## src/grfi_pkg.sv

```systemverilog
// ============================================================================
// grfi_pkg
// Shared types, constants and coefficient tables for the gyro rate filter
// and heading integrator.
// ============================================================================
package grfi_pkg;

    localparam int TAPS      = 10;
    localparam int IDX_W     = 4;
    localparam int MUL_W     = 27;
    localparam int PROD_W    = 2 * MUL_W;
    localparam int SUM_W     = 20;

    // half divisor added to the rounding compensation
    localparam logic [14:0] HALF_DIV    = 15'd5170;
    // rounding for the tap products scaled by 10000
    localparam logic [27:0] TAP_ROUND   = 28'd5000;

    // floor(n / 10340) = ((n >> 2) * INC_RECIP) >> INC_SHIFT, exact for n < 2^28
    localparam logic [26:0] INC_RECIP   = 27'd106335748;
    localparam int          INC_SHIFT   = 38;
    // floor(n / 10000) = ((n >> 4) * TAP_RECIP) >> TAP_SHIFT, exact for n < 2^28
    localparam logic [24:0] TAP_RECIP   = 25'd27487791;
    localparam int          TAP_SHIFT   = 34;

    localparam logic [15:0] WRAP_LIMIT  = 16'd36000;
    localparam logic [15:0] WRAP_NEG    = 16'd29536;

    typedef enum logic [1:0] {
        REG_REFERENCE = 2'd0,
        REG_ZERO      = 2'd1,
        REG_COMP      = 2'd2
    } cfg_reg_t;

    typedef struct packed {
        logic [9:0]  reference_level;
        logic [9:0]  zero_level;
        logic [13:0] rounding_comp;
    } cfg_t;

    // classified request as it travels from front to back
    typedef struct packed {
        logic [15:0] elapsed_time;
        logic [9:0]  abs_diff;
        logic        diff_neg;
        logic        off_pos;
        logic [14:0] offset;
    } q_item_t;

    typedef struct packed {
        logic full;
        logic empty;
    } q_status_t;

    typedef enum logic [3:0] {
        B_IDLE,
        B_MUL,
        B_NUM,
        B_DIV,
        B_SHIFT,
        B_TAP,
        B_RND,
        B_RDIV,
        B_LAST,
        B_WRAP
    } back_state_t;

    // magnitudes of the symmetric fir coefficients, scaled by 10000
    function automatic logic [12:0] coef_mag(input logic [IDX_W-1:0] idx);
        logic [12:0] m;
        begin
            case (idx)
                4'd0, 4'd9: m = 13'd50;
                4'd1, 4'd8: m = 13'd32;
                4'd2, 4'd7: m = 13'd580;
                4'd3, 4'd6: m = 13'd583;
                4'd4, 4'd5: m = 13'd4915;
                default:    m = 13'd0;
            endcase
            return m;
        end
    endfunction

    function automatic logic coef_neg(input logic [IDX_W-1:0] idx);
        begin
            return (idx == 4'd2) || (idx == 4'd7);
        end
    endfunction

endpackage

```

## src/gyro_rate_fir_angle_integrator.sv

```systemverilog
// ============================================================================
// gyro_rate_fir_angle_integrator
// Gyro rate to heading integrator with a ten-tap symmetric fir smoother.
// ============================================================================
// Each request carries one gyro rate sample and the elapsed time; it yields
// exactly one result with the wrapped heading (0..35999 hundredths of a
// degree) and the filtered step added to it. In the back end one shared
// 27x27 multiplier forms the rate product and the reciprocal division of
// the increment (after the queue pop), then serves each of the ten taps in
// turn (coefficient product, rounding, reciprocal division); the sum of the
// taps is then closed and the heading wrapped. A two-entry queue
// lets the input side take requests while the back end works, and an output
// register holds a finished result until the sink takes it. Registers sit
// at byte addresses 0 (reference_level), 4 (zero_level) and 8
// (rounding_comp) and should be written only while the block is idle.
module gyro_rate_fir_angle_integrator
(
    input  logic        clk,
    input  logic        rst_n,
    input  logic        s_tvalid,
    output logic        s_tready,
    input  logic [31:0] s_tdata,    // rate_sample[9:0], elapsed_time[25:10]
    output logic        m_tvalid,
    input  logic        m_tready,
    output logic [31:0] m_tdata,    // heading[15:0], filtered_step[31:16]
    input  logic        psel,
    input  logic        penable,
    input  logic        pwrite,
    input  logic [3:0]  paddr,
    input  logic [31:0] pwdata,
    output logic [31:0] prdata,
    output logic        pready
);
    import grfi_pkg::*;

    cfg_t       cfg_reg;
    cfg_t       cfg_next;
    logic       cfg_wr;
    q_item_t    front_item;
    q_item_t    queue_item;
    q_status_t  q_stat;
    logic       push;
    logic       pop;

    assign pready = 1'b1;
    assign cfg_wr = psel && penable && pwrite && pready;

    always_comb
    begin
        cfg_next = cfg_reg;
        prdata   = '0;
        unique case (paddr[3:2])
            REG_REFERENCE:
            begin
                prdata = {22'd0, cfg_reg.reference_level};
                if (cfg_wr)
                begin
                    cfg_next.reference_level = pwdata[9:0];
                end
            end
            REG_ZERO:
            begin
                prdata = {22'd0, cfg_reg.zero_level};
                if (cfg_wr)
                begin
                    cfg_next.zero_level = pwdata[9:0];
                end
            end
            REG_COMP:
            begin
                prdata = {18'd0, cfg_reg.rounding_comp};
                if (cfg_wr)
                begin
                    cfg_next.rounding_comp = pwdata[13:0];
                end
            end
            default:
            begin
                prdata = '0;
            end
        endcase
    end

    always_ff @(posedge clk or negedge rst_n)
    begin
        if (!rst_n)
        begin
            cfg_reg.reference_level <= 10'd512;
            cfg_reg.zero_level      <= 10'd512;
            cfg_reg.rounding_comp   <= 14'd0;
        end
        else
        begin
            cfg_reg <= cfg_next;
        end
    end

    grfi_front u_front
    (
        .s_tvalid (s_tvalid),
        .s_tready (s_tready),
        .s_tdata  (s_tdata),
        .cfg      (cfg_reg),
        .q_stat   (q_stat),
        .push     (push),
        .item     (front_item)
    );

    grfi_queue u_queue
    (
        .clk       (clk),
        .rst_n     (rst_n),
        .push      (push),
        .push_item (front_item),
        .pop       (pop),
        .pop_item  (queue_item),
        .q_stat    (q_stat)
    );

    grfi_back u_back
    (
        .clk      (clk),
        .rst_n    (rst_n),
        .q_item   (queue_item),
        .q_stat   (q_stat),
        .pop      (pop),
        .m_tvalid (m_tvalid),
        .m_tready (m_tready),
        .m_tdata  (m_tdata)
    );

    a_no_overflow: assert property (@(posedge clk) disable iff (!rst_n)
        push |-> !q_stat.full)
        else $error("request pushed into a full queue");

    a_no_underflow: assert property (@(posedge clk) disable iff (!rst_n)
        pop |-> !q_stat.empty)
        else $error("request popped from an empty queue");

    a_push_lands: assert property (@(posedge clk) disable iff (!rst_n)
        push |=> !q_stat.empty)
        else $error("accepted request missing from queue");

    a_heading_range: assert property (@(posedge clk) disable iff (!rst_n)
        m_tvalid |-> (m_tdata[15:0] < WRAP_LIMIT))
        else $error("heading outside wrap range");

endmodule

```

## src/grfi_front.sv

```systemverilog
// ============================================================================
// grfi_front
// Accepts gyro requests and classifies them against the configured zero and
// reference levels before they enter the queue.
// ============================================================================
module grfi_front
(
    input  logic                s_tvalid,
    output logic                s_tready,
    input  logic [31:0]         s_tdata,    // rate_sample[9:0], elapsed_time[25:10]
    input  grfi_pkg::cfg_t      cfg,
    input  grfi_pkg::q_status_t q_stat,
    output logic                push,
    output grfi_pkg::q_item_t   item
);
    import grfi_pkg::*;

    logic [9:0]  sample;
    logic [10:0] diff;

    assign sample   = s_tdata[9:0];
    assign s_tready = !q_stat.full;
    assign push     = s_tvalid && s_tready;

    always_comb
    begin
        diff              = {1'b0, sample} - {1'b0, cfg.zero_level};
        item.elapsed_time = s_tdata[25:10];
        item.diff_neg     = diff[10];
        item.abs_diff     = diff[10] ? 10'(~diff + 11'd1) : diff[9:0];
        item.off_pos      = (sample >= cfg.reference_level);
        item.offset       = HALF_DIV + {1'b0, cfg.rounding_comp};
    end

endmodule

```

## src/grfi_queue.sv

```systemverilog
// ============================================================================
// grfi_queue
// Two-entry queue of classified requests between front and back.
// ============================================================================
module grfi_queue
(
    input  logic                clk,
    input  logic                rst_n,
    input  logic                push,
    input  grfi_pkg::q_item_t   push_item,
    input  logic                pop,
    output grfi_pkg::q_item_t   pop_item,
    output grfi_pkg::q_status_t q_stat
);
    import grfi_pkg::*;

    q_item_t    mem_reg [2];
    logic       wr_ptr_reg;
    logic       wr_ptr_next;
    logic       rd_ptr_reg;
    logic       rd_ptr_next;
    logic [1:0] count_reg;
    logic [1:0] count_next;

    assign q_stat.full  = (count_reg == 2'd2);
    assign q_stat.empty = (count_reg == 2'd0);
    assign pop_item     = mem_reg[rd_ptr_reg];

    always_comb
    begin
        wr_ptr_next = push ? !wr_ptr_reg : wr_ptr_reg;
        rd_ptr_next = pop  ? !rd_ptr_reg : rd_ptr_reg;
        count_next  = count_reg + {1'b0, push} - {1'b0, pop};
    end

    always_ff @(posedge clk or negedge rst_n)
    begin
        if (!rst_n)
        begin
            wr_ptr_reg <= 1'b0;
            rd_ptr_reg <= 1'b0;
            count_reg  <= 2'd0;
        end
        else
        begin
            wr_ptr_reg <= wr_ptr_next;
            rd_ptr_reg <= rd_ptr_next;
            count_reg  <= count_next;
        end
    end

    always_ff @(posedge clk)
    begin
        if (push)
        begin
            mem_reg[wr_ptr_reg] <= push_item;
        end
    end

endmodule

```

## src/grfi_back.sv

```systemverilog
// ============================================================================
// grfi_back
// Sequencer around one shared multiplier: forms the angle increment, runs
// the ten-tap fir with per-tap rounding and integrates the heading.
// ============================================================================
module grfi_back
(
    input  logic                clk,
    input  logic                rst_n,
    input  grfi_pkg::q_item_t   q_item,
    input  grfi_pkg::q_status_t q_stat,
    output logic                pop,
    output logic                m_tvalid,
    input  logic                m_tready,
    output logic [31:0]         m_tdata     // heading[15:0], filtered_step[31:16]
);
    import grfi_pkg::*;

    back_state_t        state_reg;
    back_state_t        state_next;
    logic [15:0]        taps_reg [TAPS];
    logic [15:0]        taps_next [TAPS];
    logic [15:0]        angle_reg;
    logic [15:0]        angle_next;
    logic               out_valid_reg;
    logic               out_valid_next;
    logic [31:0]        out_data_reg;
    logic [31:0]        out_data_next;
    logic [IDX_W-1:0]   idx_reg;
    logic [IDX_W-1:0]   idx_next;

    q_item_t            item_reg;
    q_item_t            item_next;
    logic [PROD_W-1:0]  prod_reg;
    logic [PROD_W-1:0]  prod_next;
    logic [25:0]        x_reg;
    logic [25:0]        x_next;
    logic               neg_reg;
    logic               neg_next;
    logic [SUM_W-1:0]   sum_reg;
    logic [SUM_W-1:0]   sum_next;

    logic [MUL_W-1:0]   mul_a;
    logic [MUL_W-1:0]   mul_b;
    logic [PROD_W-1:0]  product;
    logic [27:0]        p3;
    logic [29:0]        sp;
    logic [29:0]        so;
    logic [29:0]        n30;
    logic [29:0]        nmag;
    logic [14:0]        q_inc;
    logic [14:0]        q_tap;
    logic [SUM_W-1:0]   term;
    logic [15:0]        tap_sel;
    logic [15:0]        tap_mag;
    logic [27:0]        rsum;
    logic [15:0]        step;
    logic [15:0]        acc;
    logic               out_free;

    assign product  = mul_a * mul_b;
    assign m_tvalid = out_valid_reg;
    assign m_tdata  = out_data_reg;
    assign out_free = !out_valid_reg || m_tready;

    always_comb
    begin
        tap_sel = taps_reg[idx_reg];
        tap_mag = tap_sel[15] ? (~tap_sel + 16'd1) : tap_sel;
        q_inc   = prod_reg[INC_SHIFT +: 15];
        q_tap   = prod_reg[TAP_SHIFT +: 15];
        term    = neg_reg ? (~{5'd0, q_tap} + SUM_W'(1)) : {5'd0, q_tap};
        p3      = {2'b0, prod_reg[25:0]} + {1'b0, prod_reg[25:0], 1'b0};
        sp      = {2'b0, p3};
        so      = {15'd0, item_reg.offset};
        n30     = (item_reg.diff_neg ? (~sp + 30'd1) : sp)
                + (item_reg.off_pos ? so : (~so + 30'd1));
        nmag    = n30[29] ? (~n30 + 30'd1) : n30;
        rsum    = prod_reg[27:0] + TAP_ROUND;
        step    = sum_reg[15:0];
        acc     = angle_reg + step;
        if (acc >= WRAP_LIMIT)
        begin
            acc = step[15] ? (acc - WRAP_NEG) : (acc - WRAP_LIMIT);
        end
    end

    always_comb
    begin
        state_next     = state_reg;
        taps_next      = taps_reg;
        angle_next     = angle_reg;
        out_valid_next = out_valid_reg && !m_tready;
        out_data_next  = out_data_reg;
        idx_next       = idx_reg;
        item_next      = item_reg;
        prod_next      = prod_reg;
        x_next         = x_reg;
        neg_next       = neg_reg;
        sum_next       = sum_reg;
        pop            = 1'b0;
        mul_a          = '0;
        mul_b          = '0;

        unique case (state_reg)
            B_IDLE:
            begin
                if (!q_stat.empty)
                begin
                    pop        = 1'b1;
                    item_next  = q_item;
                    state_next = B_MUL;
                end
            end
            B_MUL:
            begin
                mul_a      = {11'd0, item_reg.elapsed_time};
                mul_b      = {17'd0, item_reg.abs_diff};
                prod_next  = product;
                state_next = B_NUM;
            end
            B_NUM:
            begin
                // divide by 10340 as quarter then 2585 through the reciprocal
                neg_next   = n30[29];
                x_next     = nmag[27:2];
                state_next = B_DIV;
            end
            B_DIV:
            begin
                mul_a      = {1'b0, x_reg};
                mul_b      = INC_RECIP;
                prod_next  = product;
                state_next = B_SHIFT;
            end
            B_SHIFT:
            begin
                for (int i = 0; i < TAPS - 1; i++)
                begin
                    taps_next[i] = taps_reg[i + 1];
                end
                taps_next[TAPS-1] = neg_reg ? (~{1'b0, q_inc} + 16'd1) : {1'b0, q_inc};
                idx_next   = '0;
                sum_next   = '0;
                state_next = B_TAP;
            end
            B_TAP:
            begin
                // fold in the previous tap while its quotient is still in prod_reg
                if (idx_reg != '0)
                begin
                    sum_next = sum_reg + term;
                end
                mul_a      = {11'd0, tap_mag};
                mul_b      = {14'd0, coef_mag(idx_reg)};
                prod_next  = product;
                neg_next   = tap_sel[15] ^ coef_neg(idx_reg);
                state_next = B_RND;
            end
            B_RND:
            begin
                x_next     = {2'b0, rsum[27:4]};
                state_next = B_RDIV;
            end
            B_RDIV:
            begin
                mul_a     = {1'b0, x_reg};
                mul_b     = {2'b0, TAP_RECIP};
                prod_next = product;
                if (idx_reg == IDX_W'(TAPS - 1))
                begin
                    state_next = B_LAST;
                end
                else
                begin
                    idx_next   = idx_reg + IDX_W'(1);
                    state_next = B_TAP;
                end
            end
            B_LAST:
            begin
                sum_next   = sum_reg + term;
                state_next = B_WRAP;
            end
            B_WRAP:
            begin
                if (out_free)
                begin
                    angle_next     = acc;
                    out_valid_next = 1'b1;
                    out_data_next  = {step, acc};
                    state_next     = B_IDLE;
                end
            end
            default:
            begin
                state_next = B_IDLE;
            end
        endcase
    end

    always_ff @(posedge clk or negedge rst_n)
    begin
        if (!rst_n)
        begin
            state_reg     <= B_IDLE;
            angle_reg     <= '0;
            out_valid_reg <= 1'b0;
            idx_reg       <= '0;
            for (int i = 0; i < TAPS; i++)
            begin
                taps_reg[i] <= '0;
            end
        end
        else
        begin
            state_reg     <= state_next;
            angle_reg     <= angle_next;
            out_valid_reg <= out_valid_next;
            idx_reg       <= idx_next;
            taps_reg      <= taps_next;
        end
    end

    always_ff @(posedge clk)
    begin
        out_data_reg <= out_data_next;
        item_reg     <= item_next;
        prod_reg     <= prod_next;
        x_reg        <= x_next;
        neg_reg      <= neg_next;
        sum_reg      <= sum_next;
    end

endmodule
```

## config.mk

```make
export PLATFORM = sky130hd
export DESIGN_NAME = gyro_rate_fir_angle_integrator
export DESIGN_NICKNAME = d
export VERILOG_FILES = /design/src/grfi_pkg.sv /design/src/gyro_rate_fir_angle_integrator.sv /design/src/grfi_front.sv /design/src/grfi_queue.sv /design/src/grfi_back.sv
export SDC_FILE = /design/constraint.sdc
export NUM_CORES = 2
export LEC_CHECK = 0
export BUFFER_PORTS_ARGS = -buffer_cell sky130_fd_sc_hd__buf_2
export CELL_PAD_IN_SITES_DETAIL_PLACEMENT = 0
export CELL_PAD_IN_SITES_GLOBAL_PLACEMENT = 1
export CORE_MARGIN = 4
export CORE_UTILIZATION = 55
export CTS_BUF_LIST = sky130_fd_sc_hd__clkbuf_4 sky130_fd_sc_hd__clkbuf_8 sky130_fd_sc_hd__clkbuf_16
export CTS_CLUSTER_SIZE = 20
export DETAILED_ROUTE_END_ITERATION = 10
export PLACE_DENSITY = 0.93
export SYNTH_ARGS = -nofsm -noshare
export SYNTH_HDL_FRONTEND = slang
export SYNTH_SLANG_ARGS = --single-unit
export TNS_END_PERCENT = 5
```

## constraint.sdc

```tcl
create_clock -name clk -period 19.9 [get_ports clk]
set_clock_uncertainty 0.1 [all_clocks]
set_input_delay 2.985 -clock clk [delete_from_list [all_inputs] [get_ports clk]]
set_output_delay 2.985 -clock clk [all_outputs]
set_load 0.02 [all_outputs]
```

==> impl_metrics.py <==
metrics = {
    "route": {
        "postRouteAntennaNets": 0,
        "vias_per_cell": 5.584,
        "vias": 35152,
        "wl_per_cell_um": 19.21,
        "dr.pass1.iters": 6,
        "wl_mm": 120.9,
        "drc": 0,
        "drt_iter0_markers": 2400,
    },
    "synth": {
        "ys_top_cells_by_area": "fa_1, edfxtp_1, dfrtp_1",
        "netlist-cell-type-count": 100,
        "synthAdderAreaFrac_pct": 32.28,
        "synth-edff-count": 251,
        "yosys_register_bits": 474,
        "synth_top_family_by_area": "adder cells",
        "avgSynthCellArea_sq_um": 9.638,
        "synth_mux_area_share_pct": 4.115,
        "synth_area_leader_cell": "fa_1",
        "yosysTopAreaCellShare_pct": 23.23,
        "async_reset_ff_share_pct": 47.05,
        "ys_seq_area_share_pct": 27.19,
        "synth_warnings": 0,
        "syn_area_sq_um": 48260,
        "syn-instance-count": 5007,
        "synth-simple-area-share_pct": 13.93,
        "ys.flop_type": "edfxtp_1",
        "synth_compound_area_share_pct": 9.521,
        "synth_xor_xnor_area_share_pct": 4.353,
    },
    "sta": {
        "final.setup.tns_ns": 0,
        "tightest_slew_ns": 1.339,
        "report.final.slew_viol_count": 0,
        "fmax_mhz": 86.87,
        "finalCritPeriodShare_pct": 57.84,
        "finalSetupViolCount": 0,
        "grt_setup_unrepaired": "no",
        "relSlewSlack_pct": 10.41,
        "min_period_ns": 11.51,
        "setup_slack_ns": 8.389,
        "hold_violations": 0,
    },
    "layout": {
        "drive_gt1_share_pct": 8.426,
        "nets": 6081,
        "area_growth_pct": 7.561,
        "post-route-util_pct": 59.74,
        "largest_reg_flops": 160,
        "final_cells": 6295,
    },
    "global_route": {
        "grt_pass1_vias": 36036,
        "grt_pass1_wl_mm": 196.4,
        "track_usage_pct": 26.52,
        "antenna_found_initial": 0,
        "grt.overflow.total": 0,
        "grt_start_max_net_pins": 107,
    },
    "cts": {
        "cts_inserted_buffers": 50,
        "cts_resized": 0,
        "hold_buffers": 0,
        "cts_tree": "done",
        "cts_setup_buffers": 0,
        "clock_latency_ns": 0.62,
        "clk_pin_slew_worst_paths_ns": 0.07,
        "cts_sinks": 474,
        "cts-htree-levels": 2,
        "cts.path.max_buffers": 3,
        "root_buffer": "clkbuf_16",
    },
    "die": {
        "dieHeight_um": 304.2,
        "num_io_pins": 142,
        "fp.dieW_um": 304.2,
        "coreArea_sq_um": 86890,
        "rows": 108,
        "die-area_sq_um": 92540,
        "start_util_pct": 55.54,
    },
    "critical_path": {
        "critPathBufInv": 6,
        "path_delay_family": "adder cells",
        "worstSetupStartpoint": "u_back.idx_reg[0]",
        "cpMaxStageDelayCell": "buf_4",
        "crit_top_cell": "fa_1",
        "r2r-start": "u_back.idx_reg[0]",
        "cp_max_fo": 44,
        "crit_path_end_kind": "flop",
        "worstPathArrival_ns": 11.74,
        "cp-start-kind": "flop",
        "crit_required_ns": 20.13,
        "critPathKind": "reg2reg",
        "reg2reg_slack_ns": 8.39,
        "critPathMaxStageDelay_ns": 0.65,
    },
    "placed_design": {
        "portBuffers": 96,
        "gp_congestion": 0.9575,
        "dp_slack_ns": 8.406,
        "dp.cells": 6199,
        "dp_hpwl_mm": 96.88,
    },
    "worst_hold_path": {
        "hold_path_class": "reg2reg",
        "min-delay-start": "u_back.taps_reg[95]",
    },
    "status": {
        "status": "finished, final reports clean",
    },
    "run": {
        "cap_violations": 0,
    },
}
-- worst reg2reg max path: cells and delay by family (launching register included) --
family | cells | cell delay (ns)
mux | 1 | 0.67
buf+inv | 6 | 0.93
fa+ha+maj | 8 | 4.02
simple gates | 7 | 1.38
flops | 1 | 0.56
compound gates | 9 | 3.18
xor+xnor | 2 | 0.42
-- cell type report --
type                       count  area (sq um)
antenna                        1         2.502
clock buffer                  74          1511
clock inverter                20         271.5
fill                        7410         34980
inverter                     899          3374
multi-input combinational   3524         31300
sequential                   474         13130
tap                         1155          1445
timing repair buffer         148         878.3
-- metrics by stage --
stage,hold slack [ns],instance area [sq um]
detailed placement,0.3620,50110
finish,0.3724,51900
global route,0.3999,51900
CTS,0.3762,51900
global placement,0.3540,50110
floorplan,0.3411,48510
-- routing by layer --
layer	track usage, %	up-vias	share of wire [%]
li1	-	16376	-
met1	36.46	17455	42
met2	44.02	1092	48
met3	3.480	229	6.2
met4	8.595	0	3.6
met5	0	-	0
-- cells in the final DEF, fill, tap and decap left out, types with 67 or more instances in the layout --
master	count
a21oi_1	150
nor3_1	67
dfrtp_1	218
xnor2_1	151
conb_1	69
edfxtp_1	251
ha_1	349
nand2_1	765
nor2_1	231
buf_2	96
xor2_1	87
fa_1	560
mux2_2	87
inv_1	897
nand2b_1	71
o21ai_0	157
-- synth_stat cells, types with 70 or more instances --
| cell | number |
|---|---|
| edfxtp_1 | 251 |
| inv_1 | 899 |
| mux2_2 | 87 |
| nand2b_1 | 71 |
| o21ai_0 | 157 |
| xnor2_1 | 151 |
| nand2_1 | 766 |
| dfrtp_1 | 221 |
| ha_1 | 349 |
| xor2_1 | 87 |
| nor2_1 | 233 |
| a21oi_1 | 150 |
| nor3_1 | 70 |
| clkbuf_1 | 132 |
| fa_1 | 560 |
-- cell families after synthesis --
| logic type | Yosys count |
|---|---|
| xor gates and xnor gates | 239 |
| adders and majority gates | 909 |
| muxes | 150 |
| other | 2 |
| buffers and inverters | 1076 |
| AOI/OAI and AO/OA | 684 |
| DFF | 474 |
| and+or+nand+nor | 1473 |
-- final timing paths --
path                                        endpoint  cells past startpoint
min in group asynchronous                cfg_reg[28]                      1
worst min-delay path            u_back.taps_reg[111]                      2
worst min register to register  u_back.taps_reg[111]                      2
worst max-delay path             u_back.prod_reg[45]                     33
max in group asynchronous          u_back.idx_reg[0]                      3
worst max register to register   u_back.prod_reg[45]                     33
Power is left out: the tool's default activity adds up to more than one toggle a clock period on the data nets, which glitch-free logic cannot reach.
